==> src/hw/rtl/apet_pkg.sv <==
package apet_pkg;

  localparam int SCREEN_WIDTH  = 1024;
  localparam int SCREEN_HEIGHT = 768;
  localparam int SCREEN_MAX    = (SCREEN_WIDTH > SCREEN_HEIGHT) ? SCREEN_WIDTH : SCREEN_HEIGHT;

  // size-1 and every quotient fit in MUL_W bits
  localparam int MUL_W     = $clog2(SCREEN_MAX);
  localparam int RAW_W     = 32;
  localparam int ACC_W     = RAW_W + MUL_W;
  localparam int CNT_W     = $clog2(MUL_W + 1);
  localparam int COORD_W   = 10;
  localparam int BTN_W     = 3;
  localparam int CFG_IDX_W = 2;

  localparam logic [15:0] EVT_SYNC   = 16'h0000;
  localparam logic [15:0] EVT_KEY    = 16'h0001;
  localparam logic [15:0] EVT_ABS    = 16'h0003;
  localparam logic [15:0] AXIS_X     = 16'h0000;
  localparam logic [15:0] AXIS_Y     = 16'h0001;
  localparam logic [15:0] KEY_LEFT   = 16'h0110;
  localparam logic [15:0] KEY_RIGHT  = 16'h0111;
  localparam logic [15:0] KEY_MIDDLE = 16'h0112;

  localparam logic [RAW_W-1:0] FALLBACK_MAX = 32'h0000_FFFF;
  localparam logic [RAW_W-1:0] X_MAX_RESET  = FALLBACK_MAX;
  localparam logic [RAW_W-1:0] Y_MAX_RESET  = FALLBACK_MAX;

  localparam logic [MUL_W-1:0] MULT_X = MUL_W'(SCREEN_WIDTH - 1);
  localparam logic [MUL_W-1:0] MULT_Y = MUL_W'(SCREEN_HEIGHT - 1);

  localparam logic [COORD_W-1:0] COL_RESET = COORD_W'(SCREEN_WIDTH / 2);
  localparam logic [COORD_W-1:0] ROW_RESET = COORD_W'(SCREEN_HEIGHT / 2);

  typedef enum logic [CFG_IDX_W-1:0] {
    REG_X_MIN = 2'd0,
    REG_X_MAX = 2'd1,
    REG_Y_MIN = 2'd2,
    REG_Y_MAX = 2'd3
  } reg_index_t;

  typedef enum logic [2:0] {
    SC_IDLE,
    SC_CLAMP,
    SC_SUB,
    SC_MUL,
    SC_DIV,
    SC_DONE
  } sc_state_t;

  typedef enum logic {
    ST_IDLE,
    ST_SCALE
  } ctl_state_t;

  typedef struct packed {
    logic [15:0]      event_type;
    logic [15:0]      event_code;
    logic [RAW_W-1:0] event_value;
  } event_t;

  typedef struct packed {
    logic [COORD_W-1:0] cursor_x;
    logic [COORD_W-1:0] cursor_y;
    logic [BTN_W-1:0]   button_mask;
  } result_t;

  typedef struct packed {
    logic             start;
    logic [RAW_W-1:0] raw;
    logic [RAW_W-1:0] lo;
    logic [RAW_W-1:0] hi;
    logic [MUL_W-1:0] mult;
  } scale_req_t;

  typedef struct packed {
    logic             done;
    logic [MUL_W-1:0] quot;
  } scale_rsp_t;

  function automatic logic [COORD_W-1:0] to_coord(input logic [MUL_W-1:0] q);
    logic [MUL_W+COORD_W-1:0] w;
    w = (MUL_W + COORD_W)'(q);
    return w[COORD_W-1:0];
  endfunction

endpackage

==> src/hw/rtl/apet_scaler.sv <==
module apet_scaler (
  input  logic                clk,
  input  logic                rst,
  input  apet_pkg::scale_req_t req,
  output apet_pkg::scale_rsp_t rsp
);
  import apet_pkg::*;

  sc_state_t        st;
  sc_state_t        st_next;
  logic [RAW_W-1:0] raw;
  logic [RAW_W-1:0] lo;
  logic [RAW_W-1:0] hi;
  logic [RAW_W-1:0] diff;
  logic [RAW_W-1:0] span;
  logic             span_zero;
  logic [MUL_W-1:0] mult;
  logic [ACC_W-1:0] acc;
  logic [RAW_W-1:0] rem;
  logic [MUL_W-1:0] qsh;
  logic [CNT_W-1:0] cnt;
  logic             last_step;

  logic [ACC_W-1:0] acc_shift;
  logic [ACC_W-1:0] addend;
  logic [RAW_W:0]   rem_shift;
  logic [RAW_W:0]   trial;
  logic             fits;
  logic [MUL_W-1:0] q_cat;

  assign last_step = (cnt == CNT_W'(MUL_W - 1));

  // shift-add multiply, multiplier MSB first
  assign acc_shift = {acc[ACC_W-2:0], 1'b0};
  assign addend    = mult[MUL_W-1] ? ACC_W'(diff) : '0;

  // restoring divide, one quotient bit per cycle
  assign rem_shift = {rem, qsh[MUL_W-1]};
  assign trial     = rem_shift - {1'b0, span};
  assign fits      = !trial[RAW_W];
  assign q_cat     = {qsh[MUL_W-2:0], fits};

  always_comb begin
    st_next = st;
    case (st)
      SC_IDLE:  if (req.start) st_next = SC_CLAMP;
      SC_CLAMP: st_next = SC_SUB;
      SC_SUB:   st_next = SC_MUL;
      SC_MUL:   if (last_step) st_next = SC_DIV;
      SC_DIV:   if (last_step) st_next = SC_DONE;
      SC_DONE:  st_next = SC_IDLE;
      default:  st_next = SC_IDLE;
    endcase
  end

  always_comb begin
    rsp.done = (st == SC_DONE);
    rsp.quot = span_zero ? '0 : qsh;
  end

  always_ff @(posedge clk) begin
    if (rst) begin
      st  <= SC_IDLE;
      cnt <= '0;
    end else begin
      st <= st_next;
      case (st)
        SC_SUB:  cnt <= '0;
        SC_MUL:  cnt <= last_step ? '0 : cnt + 1'b1;
        SC_DIV:  cnt <= cnt + 1'b1;
        default: cnt <= cnt;
      endcase
    end
  end

  always_ff @(posedge clk) begin
    case (st)
      SC_IDLE: begin
        if (req.start) begin
          raw  <= req.raw;
          mult <= req.mult;
          // a degenerate or inverted range (hi <= lo) falls back to the full 16-bit range
          if (req.hi <= req.lo) begin
            lo <= '0;
            hi <= FALLBACK_MAX;
          end else begin
            lo <= req.lo;
            hi <= req.hi;
          end
        end
      end
      SC_CLAMP: begin
        if (raw < lo) begin
          raw <= lo;
        end else if (raw > hi) begin
          raw <= hi;
        end
      end
      SC_SUB: begin
        diff      <= raw - lo;
        span      <= hi - lo;
        span_zero <= (hi == lo);
        acc       <= '0;
      end
      SC_MUL: begin
        acc  <= acc_shift + addend;
        mult <= {mult[MUL_W-2:0], 1'b0};
        if (last_step) begin
          rem <= acc_shift[ACC_W-1:MUL_W] + addend[ACC_W-1:MUL_W]
                 + RAW_W'(({1'b0, acc_shift[MUL_W-1:0]} + {1'b0, addend[MUL_W-1:0]})
                          >> MUL_W);
          qsh <= acc_shift[MUL_W-1:0] + addend[MUL_W-1:0];
        end
      end
      SC_DIV: begin
        rem <= fits ? trial[RAW_W-1:0] : rem_shift[RAW_W-1:0];
        qsh <= q_cat;
      end
      default: begin
      end
    endcase
  end

endmodule

==> src/hw/rtl/absolute_pointer_event_tracker_unit.sv <==
// Absolute pointer tracker: each transfer on the input channel is one input event and yields
// one result with the current cursor column, row and button mask. Key, sync and unknown
// events load the result register directly, so such events can follow each other every cycle
// while the receiver keeps up. An absolute X or Y event is clamped, offset and then scaled by the
// bit-serial shift-add multiplier and the restoring divider in the scaler, each
// producing one bit per cycle; no new event is taken until the result is loaded. A raw range
// with max <= min falls back to 0..65535. Write the range registers only while idle.
module absolute_pointer_event_tracker_unit (
  input  logic                                clk,
  input  logic                                rst,
  input  logic                                in_valid,
  output logic                                in_ready,
  input  apet_pkg::event_t                    in_data,
  output logic                                out_valid,
  input  logic                                out_ready,
  output apet_pkg::result_t                   out_data,
  input  logic                                write_enable,
  input  logic [apet_pkg::CFG_IDX_W-1:0]      register_index,
  input  logic [apet_pkg::RAW_W-1:0]          write_data
);
  import apet_pkg::*;

  ctl_state_t         st;
  ctl_state_t         st_next;
  logic [RAW_W-1:0]   x_raw_min;
  logic [RAW_W-1:0]   x_raw_max;
  logic [RAW_W-1:0]   y_raw_min;
  logic [RAW_W-1:0]   y_raw_max;
  logic [COORD_W-1:0] cursor_col;
  logic [COORD_W-1:0] cursor_row;
  logic [BTN_W-1:0]   buttons;
  logic               axis_y;

  logic               in_fire;
  logic               is_abs_x;
  logic               is_abs_y;
  logic               start_scale;
  logic [BTN_W-1:0]   key_bit;
  logic [BTN_W-1:0]   buttons_next;
  logic [COORD_W-1:0] new_coord;
  scale_req_t         req;
  scale_rsp_t         rsp;

  assign in_fire  = in_valid && in_ready;
  assign is_abs_x = (in_data.event_type == EVT_ABS) && (in_data.event_code == AXIS_X);
  assign is_abs_y = (in_data.event_type == EVT_ABS) && (in_data.event_code == AXIS_Y);
  assign start_scale = in_fire && (is_abs_x || is_abs_y);

  always_comb begin
    key_bit = '0;
    if (in_data.event_type == EVT_KEY) begin
      case (in_data.event_code)
        KEY_LEFT:   key_bit = 3'b001;
        KEY_RIGHT:  key_bit = 3'b010;
        KEY_MIDDLE: key_bit = 3'b100;
        default:    key_bit = '0;
      endcase
    end
    if (in_data.event_value != '0) begin
      buttons_next = buttons | key_bit;
    end else begin
      buttons_next = buttons & ~key_bit;
    end
  end

  always_comb begin
    req.start = start_scale;
    req.raw   = in_data.event_value;
    req.lo    = is_abs_y ? y_raw_min : x_raw_min;
    req.hi    = is_abs_y ? y_raw_max : x_raw_max;
    req.mult  = is_abs_y ? MULT_Y : MULT_X;
  end

  apet_scaler u_scaler (
    .clk (clk),
    .rst (rst),
    .req (req),
    .rsp (rsp)
  );

  assign new_coord = to_coord(rsp.quot);

  always_comb begin
    st_next = st;
    case (st)
      ST_IDLE:  if (start_scale) st_next = ST_SCALE;
      ST_SCALE: if (rsp.done) st_next = ST_IDLE;
      default:  st_next = ST_IDLE;
    endcase
  end

  always_comb begin
    in_ready = (st == ST_IDLE) && (!out_valid || out_ready);
  end

  always_ff @(posedge clk) begin
    if (rst) begin
      x_raw_min <= '0;
      x_raw_max <= X_MAX_RESET;
      y_raw_min <= '0;
      y_raw_max <= Y_MAX_RESET;
    end else if (write_enable) begin
      case (reg_index_t'(register_index))
        REG_X_MIN: x_raw_min <= write_data;
        REG_X_MAX: x_raw_max <= write_data;
        REG_Y_MIN: y_raw_min <= write_data;
        REG_Y_MAX: y_raw_max <= write_data;
        default: begin
        end
      endcase
    end
  end

  always_ff @(posedge clk) begin
    if (rst) begin
      st         <= ST_IDLE;
      cursor_col <= COL_RESET;
      cursor_row <= ROW_RESET;
      buttons    <= '0;
      out_valid  <= 1'b0;
    end else begin
      st <= st_next;
      if (in_fire) begin
        buttons <= buttons_next;
        axis_y  <= is_abs_y;
      end
      if (rsp.done) begin
        if (axis_y) begin
          cursor_row <= new_coord;
        end else begin
          cursor_col <= new_coord;
        end
      end
      // load the result register; in_ready guarantees it is free
      if (rsp.done) begin
        out_valid <= 1'b1;
      end else if (in_fire && !start_scale) begin
        out_valid <= 1'b1;
      end else if (out_ready) begin
        out_valid <= 1'b0;
      end
    end
  end

  always_ff @(posedge clk) begin
    if (rsp.done) begin
      out_data.cursor_x    <= axis_y ? cursor_col : new_coord;
      out_data.cursor_y    <= axis_y ? new_coord : cursor_row;
      out_data.button_mask <= buttons;
    end else if (in_fire && !start_scale) begin
      out_data.cursor_x    <= cursor_col;
      out_data.cursor_y    <= cursor_row;
      out_data.button_mask <= buttons_next;
    end
  end

  a_done_only_when_scaling: assert property (@(posedge clk) disable iff (rst)
    rsp.done |-> (st == ST_SCALE))
    else $error("scaler finished with no axis event in flight");

  a_result_slot_free: assert property (@(posedge clk) disable iff (rst)
    rsp.done |-> !out_valid)
    else $error("scaled result would overwrite a pending result");

  a_buttons_hold: assert property (@(posedge clk) disable iff (rst)
    !in_fire |=> $stable(buttons))
    else $error("button mask changed without an input transfer");

  a_scale_blocks_input: assert property (@(posedge clk) disable iff (rst)
    start_scale |=> !in_ready)
    else $error("input taken while an axis event is being scaled");

endmodule

==> config.mk <==
export PLATFORM = sky130hd
export DESIGN_NAME = absolute_pointer_event_tracker_unit
export DESIGN_NICKNAME = d
export VERILOG_FILES = /design/src/hw/rtl/apet_pkg.sv /design/src/hw/rtl/apet_scaler.sv /design/src/hw/rtl/absolute_pointer_event_tracker_unit.sv
export SDC_FILE = /design/constraint.sdc
export NUM_CORES = 1
export LEC_CHECK = 0
export ABC_CLOCK_PERIOD_IN_PS = 7800
export BUFFER_PORTS_ARGS = -buffer_cell sky130_fd_sc_hd__buf_2
export CORE_MARGIN = 2
export CORE_UTILIZATION = 60
export DETAILED_ROUTE_END_ITERATION = 6
export HOLD_SLACK_MARGIN = 0.12
export MAX_ROUTING_LAYER = met4
export PLACE_DENSITY_LB_ADDON = 0.12
export SYNTH_ARGS = -nofsm -noshare
export SYNTH_HDL_FRONTEND = slang
export SYNTH_SLANG_ARGS = --single-unit
==> constraint.sdc <==
create_clock -name clk -period 7.8 [get_ports clk]
set_clock_uncertainty 0.1 [all_clocks]
set_input_delay 0 -clock clk [delete_from_list [all_inputs] [get_ports clk]]
set_output_delay 0 -clock clk [all_outputs]
set_load 0.02 [all_outputs]
Word-level counts from Yosys, hierarchy flattened:

Index checks and enable logic that the tools add are counted.

* bits in registers: 438
* latch bits: 0
* bits in writable memories: 0
* bits in read-only memories: 0
* input port bits: 103
* output and inout port bits: 25
* logic and storage cells: 130
* memories kept: 0

* $add $sub $neg: 9
* $mul: 0
* div/mod/pow operators: 0
* magnitude comparators: 3
* eq/ne operators: 20
* shift-type cells: 0
* muxes and demuxes: 36
* bitwise logic cells: 5
* reduce and logical (&&, ||, !) cells: 32

Operator list (count)
* 32-bit 2-to-1 mux: 8
* 32-bit case mux with 2 select lines: 2
* 41-bit case mux with 2 select lines: 1
* 32-bit by 22-bit adder with 32-bit output: 2
* 32-bit subtractor: 2
* 10-bit 2-to-1 mux: 5
* 16-bit by 9-bit equality test with 1-bit output, second input constant: 3
* 23-bit 2-to-1 mux: 2
* 41-bit by 32-bit adder with 41-bit output: 1
* 10-bit case mux with 2 select lines: 2
* 33-bit by 32-bit subtractor with 33-bit output: 1
* 16-bit by 1-bit equality test with 1-bit output, second input constant: 2
* 32-bit equality test: 1
* 32-bit > comparator: 1
* 32-bit <= comparator: 1
* 32-bit < comparator: 1
* 32-bit nonzero test: 1
* 16-bit by 2-bit equality test with 1-bit output, second input constant: 1
* 16-bit logical NOT: 1
* 2-bit AND reduction: 8
* 3-bit 2-to-1 mux: 5
* 3-bit case mux with 5 select lines: 1
* 4-bit case mux with 3 select lines: 1
* 10-bit by 10-bit adder with 11-bit output: 1
* other kinds (28): 51

Longest topological paths before layout:

Gate-level depths: netlist (run 1).

* depth in word-level cells: 9
* depth in mapped cells: 20
* mapped depth without buffers: 19

Cells and area by module:

From an unflattened synthesis (run 1), not the netlist that was laid out.

* cell total of the unflattened synthesis: 3037
* area total of the unflattened synthesis: 27694.1 sq um

Modules (own cells, without submodules)
* apet_scaler: times used 1, cells each 2235, area each 20443.4 sq um, seq. area each 7767.4 sq um
* absolute_pointer_event_tracker_unit: times used 1, cells each 802, area each 7250.7 sq um, seq. area each 3783.6 sq um

Worst setup path before layout (run 1):

No wires, ideal clock.

* path kind: reg-to-reg
* from: register u_scaler.st[1]
* to: register u_scaler.qsh[0], enable pin
* arrival time: 5.318 ns
* data required time: 7.199 ns
* slack: 1.881 ns
* cell stages (with the launch flop): 6
* buffers on the path: 1
* clock period less this slack: 5.919 ns
* cell sequence: dfxtp_1 -> nor2b_1 -> clkbuf_1 -> and2_0 -> inv_1 -> o21ai_0

* word-level cells in the longest chain between the ends: 3

Ends and longest elaborated chain
* start, declared: RTL line apet_scaler.sv:9 `sc_state_t st;`
* start signal, assigned: RTL line apet_scaler.sv:66 `st <= st_next;`
* 3-bit by 2-bit equality test with 1-bit output / 3-bit equality test (equally long branches): RTL line apet_scaler.sv:77 `case (st)`
* 2-bit by 1-bit != test with 1-bit output (no line) / 2-bit nonzero test (equally long branches)
* 2-bit AND reduction (no line) *
* end signal, assigned: RTL line apet_scaler.sv:112 `qsh <= acc_shift[MUL_W-1:0] + addend[MUL_W-1:0];`
* end signal, assigned: RTL line apet_scaler.sv:117 `qsh <= q_cat;`
* end, declared: RTL line apet_scaler.sv:20 `logic [MUL_W-1:0] qsh;`

Every way passes the cells marked *; elsewhere a longest branch is shown, timed or not.
A chain may end at the register's enable or synchronous reset.

==> results.yml, run 1 <==
outcome:
  status: "finished clean"
synth:
  avgSynthCellArea_um2: 9.28
  netlist_instances: 2881
  yosysSeqAreaShare_pct: 43.2
  synth_area_leaders: "edfxtp_1 (31%), dfxtp_1 (12%), ha_1 (9.0%)"
  yosys.area.top_type: "edfxtp_1"
  synthesis.area_um2: 26700
  ys.flop_type: "edfxtp_1"
  yosys_warnings: 0
  synth-seq-cells: 438
  synth_cell_types: 79
  synth-edff-count: 278
  yosysTopAreaCellShare_pct: 31.2
  async_reset_ff_share_pct: 0
  syn_nets: 3182
cts:
  worstSkewPairLatency_ps: 610
  cts-root-buf: "clkbuf_16"
  clock_sinks: 438
  postCtsHoldBufs: 129
  ctsResizeCount: 0
  cts_buffers: 48
  cts_tree: "yes"
  clkTransAtPathRegs_ps: 60
  cts.path.max_buffers: 3
  htreeDepth: 2
  post-cts-setup-buffers: 0
floorplanning:
  dieHeight_um: 215
  dieWidth_um: 215
  std_cell_rows: 77
  core-area_um2: 44100
  io_pins: 128
  initial_utilization_pct: 60.6
  fp.dieArea_um2: 46200
drt:
  num_vias: 22192
  viasPerCell: 5.97
  routed_wl_um: 72600
  drtPass1Iterations: 5
  wl_per_cell_um: 19.5
  dr.first_iter.drc_count: 1981
  postRouteAntennaNets: 0
  drc_errors: 0
power:
  swShare_pct: 22.9
  p_int_mw: 3.90
  power_frac_seq_pct: 49.2
  comb_power_share_pct: 5.7
  powerDensity_nw_per_um2: 165
  peakVddDrop_v: 0.000213
  pwr-share-clk_pct: 45.1
  power_leakage_nw: 12.6
  power.switching_mw: 1.16
cells_and_area:
  drive_gt1_share_pct: 10.3
  fillers: 3364
  final_cell_mix: "nand2_1 (416), a21oi_1 (298), edfxtp_1 (278)"
  diodes: 0
  stdcell_count: 3715
  final_common_cell: "nand2_1"
  nNetsFinal: 3384
  syn_to_final_growth_pct: 14.9
sta:
  layout_worst_path_cycle_share_pct: 69.2
  rsz0062_at_grt: "false"
  min_period_ps: 5400
  slew_viol_final: 0
  slew_headroom_pct: 24.0
  hold_viol: 0
  worst_pin_slew_ps: 1140
  tns_ps: 0
  finalWorstSetupSlack_ps: 2400
  fmax_mhz: 185
  setup_violations: 0
worst_setup_path:
  critical-path-top-delay-family: "simple AND/OR/NAND/NOR gates"
  crit_start: "in_data[33]"
  crit_top_cell: "a21o_1"
  cpMaxStageDelayCell: "and2_4"
  required_ps: 8040
  critPathBufInv: 5
  crit_type: "input port to flop"
  crit_path_start_kind: "input port"
  arrival_ps: 5640
  worstPathCellList: "dlygate4sd3_1 > buf_2 > nor3_1 > nand3_1 > nor3_1 > and2_4 > buf_4 > mux2_2 > ha_1 > a21o_1 > a21o_1 > a21o_1 > a21o_1 > a21o_1 > a21oi_1 > o211ai_1 > buf_4 > nand2_1 > buf_4 > nor2_1"
  cp-end-kind: "flop"
  cp_slowest_stage_delay_ps: 820
  reg2reg_from: "u_scaler.mult[9]"
  cp_max_fo: 51
global_routing:
  antenna_found_initial: 0
  first_global_vias: 21656
  gr-total-overflow: 0
  grt_pass1_wl_um: 115000
  grtUsageTotal_pct: 32.0
  grt_max_degree: 120
place:
  place.gp.congestion: 0.967
  dpl_worst_slack_ps: 2540
  place.detailed.hpwl_um: 52000
  dp.cells: 3496
  port_buffers: 127
min_path:
  hp-class: "input port to flop"
  min_from: "out_ready"
run:
  cap_violations: 0
worst register-to-register path, cell delays in order, from the launching register on:
cell and delay (ps):
edfxtp_1 960, nand2_1 220, inv_1 110, ha_1 230, a21o_1 160, a21oi_1 290, o21a_1 200, o31a_1 170
inv_1 60, fa_1 440, a21o_1 180, a21oi_1 240, o21ai_0 280, a21boi_0 650, o21ai_0 290, mux2i_1 180
a211oi_1 240
cell families (layout without fill, tap and decap cells):
kind of cell	after synthesis	in the layout	share of synthesized area, %
simple gates	1011	1011	17.7
buf+inv	275	517	4.08
flops	438	438	43.2
fa+ha+maj	198	198	9.44
xor+xnor	144	144	4.72
mux	129	129	5.00
compound gates	686	686	15.8
area by class of cell:
class	instances	area [µm²]	share of cell area, %
multi-input combinational	2168	14100	46.1
tap	592	741	2.41
clock buffer	67	1410	4.58
clock inverter	23	190	0.620
inverter	146	548	1.79
sequential	438	11600	37.6
timing repair buffer	281	2120	6.90
layer usage:
layer  up-vias  part of all wire [%]  GRT usage, %
met1     10624                    43          41.4
li1      10639                     -             -
met2       782                    48          52.7
met5         -                     0             -
met4         0                   3.3          10.9
met3       147                   5.5          3.45
power groups by stage:
stage / combinational [mW] / sequential (mW) / clock, mW
floorplan: 0.138 / 2.54 / 0
global placement: 0.227 / 2.54 / 0
detailed placement: 0.233 / 2.54 / 0
CTS: 0.279 / 2.49 / 2.31
global route: 0.313 / 2.49 / 2.40
finish: 0.289 / 2.49 / 2.29
sequential cells by signal (all words and copies together) (netlist names), 3 cells and up:
register	flops
y_raw_max	32
x_raw_min	32
cursor_col	10
out_data	23
u_scaler.cnt	4
u_scaler.mult	10
u_scaler.span	32
buttons	3
u_scaler.diff	32
u_scaler.raw	32
u_scaler.st	3
u_scaler.hi	32
y_raw_min	32
x_raw_max	32
u_scaler.acc	41
u_scaler.qsh	10
u_scaler.lo	32
cursor_row	10
u_scaler.rem	32
cells in the mapped netlist (5+ instances only):
master / count
a221oi_1: 6
nand2b_1: 32
o31ai_1: 6
ha_1: 192
mux2i_1: 93
o21bai_1: 33
nand3b_1: 38
o31a_1: 9
nor3_1: 35
buf_6: 5
mux2_2: 36
o221ai_1: 6
o21ai_0: 117
o21a_1: 33
clkbuf_1: 110
a21o_1: 88
o211ai_1: 8
a31o_2: 5
xnor2_1: 93
a21oi_1: 298
nor4_1: 18
nor2_1: 224
edfxtp_1: 278
nand3_1: 39
or2_2: 26
xor2_1: 51
inv_1: 146
dfxtp_1: 160
a31oi_1: 14
fa_1: 6
a21boi_0: 7
or3_1: 8
and2_1: 40
a211oi_1: 11
buf_2: 9
and3_1: 33
nor2b_1: 37
nand2_1: 416
nand4_1: 38
per-stage QoR:
step / power, mW / util [%] / area, µm² / hold slack [ps]
finish: 5.06 / 69.6 / 30700 / 168
global route: 5.20 / 69.6 / 30700 / 198
CTS: 5.07 / 69.6 / 30700 / 145
detailed placement: 2.77 / 63.0 / 27800 / 162
global placement: 2.76 / 63.0 / 27800 / 150
floorplan: 2.68 / - / 26700 / 20.8
path summary, 6_finish.rpt:
check	endpoint	cells past startpoint	slack, ps
worst max-delay path	u_scaler.lo[7]	20	2400
worst min-delay path	out_valid	5	170
worst max register to register	u_scaler.rem[27]	16	2600
worst min register to register	y_raw_max[29]	2	350
Note: power is estimated with default switching activity, not from simulation.
==> run 2, diff against run 1 <==
--- a/config.mk
+++ b/config.mk
@@ -5,10 +5,10 @@
 export SDC_FILE = /design/constraint.sdc
 export NUM_CORES = 1
 export LEC_CHECK = 0
-export ABC_CLOCK_PERIOD_IN_PS = 7800
+export ABC_CLOCK_PERIOD_IN_PS = 4900
 export BUFFER_PORTS_ARGS = -buffer_cell sky130_fd_sc_hd__buf_2
 export CORE_MARGIN = 2
-export CORE_UTILIZATION = 60
+export CORE_UTILIZATION = 57
 export DETAILED_ROUTE_END_ITERATION = 6
 export HOLD_SLACK_MARGIN = 0.12
 export MAX_ROUTING_LAYER = met4
==> constraint.sdc (replaced) <==
create_clock -name clk -period 4.9 [get_ports clk]
set_clock_uncertainty 0.1 [all_clocks]
set_input_delay 0 -clock clk [delete_from_list [all_inputs] [get_ports clk]]
set_output_delay 0 -clock clk [all_outputs]
set_load 0.02 [all_outputs]
==> run 2 against run 1 <==
Compared with the run above:
- via count decreased by 1.3%
- total power increased by 59%
- final area increased by 0.18%
- critical endpoint is now u_scaler.rem[25]
- combinational power increased by 63%
- cell count increased by 0.51%
- sequential share of layout area decreased by 0.069 points
- worst setup slack got worse by 2000 ps
- worst hold slack got worse by 38 ps
- first-iteration DRC count decreased by 7.1%
==> results.yml, run 2 (synthesis results as in run 1) <==
worst_setup_path:
  cp_slowest_stage_delay_ps: 480
  crit_top_cell: "inv_1"
  cpMaxStageDelayCell: "edfxtp_1"
  crit_path_start_kind: "flop"
  critical-path-top-delay-family: "compound AO/OA/AOI/OAI gates"
  cp-end-kind: "flop"
  worstPathCellList: "nand2_1 > inv_1 > ha_1 > a21o_1 > a21oi_1 > o21a_1 > o31a_1 > inv_1 > fa_1 > inv_1 > o221ai_1 > a221oi_1 > o21ai_0 > a21oi_1 > nor2b_1 > xnor2_1 > o22ai_1 > a21o_1"
  arrival_ps: 4770
  required_ps: 5140
  crit_type: "flop to flop"
  reg2reg_slack_ps: 370
  cp_max_fo: 9
  critPathBufInv: 3
power:
  power.switching_mw: 1.80
  power_frac_seq_pct: 49.2
  power_leakage_nw: 12.6
  pwr-share-clk_pct: 45.0
  powerDensity_nw_per_um2: 262
  p_int_mw: 6.26
  comb_power_share_pct: 5.8
  swShare_pct: 22.3
  peakVddDrop_v: 0.000299
drt:
  num_vias: 21903
  wl_per_cell_um: 19.4
  drtPass1Iterations: 5
  routed_wl_um: 72500
  drc_errors: 0
  dr.first_iter.drc_count: 1841
  viasPerCell: 5.87
  postRouteAntennaNets: 0
sta:
  fmax_mhz: 221
  slew_headroom_pct: 14.4
  hold_viol: 0
  worst_pin_slew_ps: 1280
  hold_ws_ps: 130
  slew_viol_final: 0
  tns_ps: 0
  setup_violations: 0
  rsz0062_at_grt: "false"
  finalWorstSetupSlack_ps: 367
  layout_worst_path_cycle_share_pct: 92.5
  min_period_ps: 4530
global_routing:
  grt_max_degree: 86
  grtUsageTotal_pct: 30.7
  gr-total-overflow: 0
  first_global_vias: 21472
  antenna_found_initial: 0
  grt_pass1_wl_um: 114000
cts:
  cts_buffers: 48
  htreeDepth: 2
  cts_tree: "yes"
  worstSkewPairLatency_ps: 590
  post-cts-setup-buffers: 0
  clock_sinks: 438
  cts-root-buf: "clkbuf_16"
  cts.path.max_buffers: 3
  clkTransAtPathRegs_ps: 60
cells_and_area:
  fillers: 3713
  final_common_cell: "nand2_1"
  nNetsFinal: 3387
  multiInputGateArea_um2: 14200
  top_register: "u_scaler.acc"
  post-route-cell-area_um2: 30800
  final_cell_mix: "nand2_1 (416), a21oi_1 (298), edfxtp_1 (278)"
  ff_latch_area_um2: 11600
  drive_gt1_share_pct: 10.4
  largest_register_ffs: 41
  syn_to_final_growth_pct: 15.1
place:
  dpl_worst_slack_ps: 408
  place.gp.congestion: 0.966
  port_buffers: 127
  place.detailed.hpwl_um: 53300
  placed_cell_area_um2: 27900
floorplanning:
  std_cell_rows: 79
  dieWidth_um: 221
  fp.dieArea_um2: 48600
  initial_utilization_pct: 57.5
  dieHeight_um: 221
  io_pins: 128
  core-area_um2: 46500
min_path:
  hp-class: "input port to flop"
run:
  cap_violations: 0
outcome:
  status: "finished clean"
run 2: changes by cell type in the layout (fill, tap and decap cells not counted), moves of 2 or more:
| cell | before | now |
|---|---|---|
| buf_4 | 26 | 33 |
| dlygate4sd3_1 | 129 | 123 |
| clkbuf_8 | 9 | 4 |
| clkbuf_1 | 7 | 11 |
| inv_4 | 4 | 0 |
| clkinv_1 | 3 | 6 |
| buf_12 | 0 | 2 |
| clkbuf_16 | 50 | 52 |
run 2: layout make-up:
type,instances,area share (%)
timing repair buffer,284,6.99
inverter,146,1.78
clock inverter,22,0.590
antenna,1,0.00814
tap,607,2.47
multi-input combinational,2168,46.0
clock buffer,68,4.57
sequential,438,37.6
run 2: power by group through the flow:
stage	clock network (mW)	registers, mW	logic, mW
after global routing	3.82	3.96	0.512
after floorplan	0	4.05	0.219
final	3.63	3.96	0.471
after CTS	3.68	3.96	0.460
after detailed placement	0	4.04	0.386
after global placement	0	4.04	0.378
run 2: per-stage QoR:
step | total power [mW] | utilization, % | instances
2_1_floorplan | 4.27 | - | 2881
3_3_place_gp | 4.42 | 60.1 | 3520
3_5_place_dp | 4.43 | 60.1 | 3520
4_1_cts | 8.10 | 66.2 | 3733
5_1_grt | 8.30 | 66.2 | 3733
6_report | 8.06 | 66.2 | 3734
run 2: metal layers:
metal	GRT usage, %	vias up	wire length [µm]
met3	3.55	150	3780
met4	10.5	0	2530
met1	39.4	10408	31400
met2	50.8	700	34700
met5	-	-	0
li1	-	10645	-
run 2: path summary, 6_finish.rpt:
| kind | from | end | cells after the start |
|---|---|---|---|
| worst min register to register | x_raw_max[24] | x_raw_max[24] | 2 |
| worst min-delay path | write_data[31] | x_raw_max[31] | 4 |
| worst max register to register | u_scaler.mult[9] | u_scaler.rem[25] | 18 |
| worst max-delay path | u_scaler.mult[9] | u_scaler.rem[25] | 18 |
run 2: timing repair:
action,CTS,global route
hold buffers,123,0
endpoints found under the hold margin,200,0
gates resized for setup,0,0
run 2: worst min-delay path, delay by kind of cell:
family	cells	cell delay [ps]
simple gates	1	50
buf+inv	2	660
compound gates	1	50
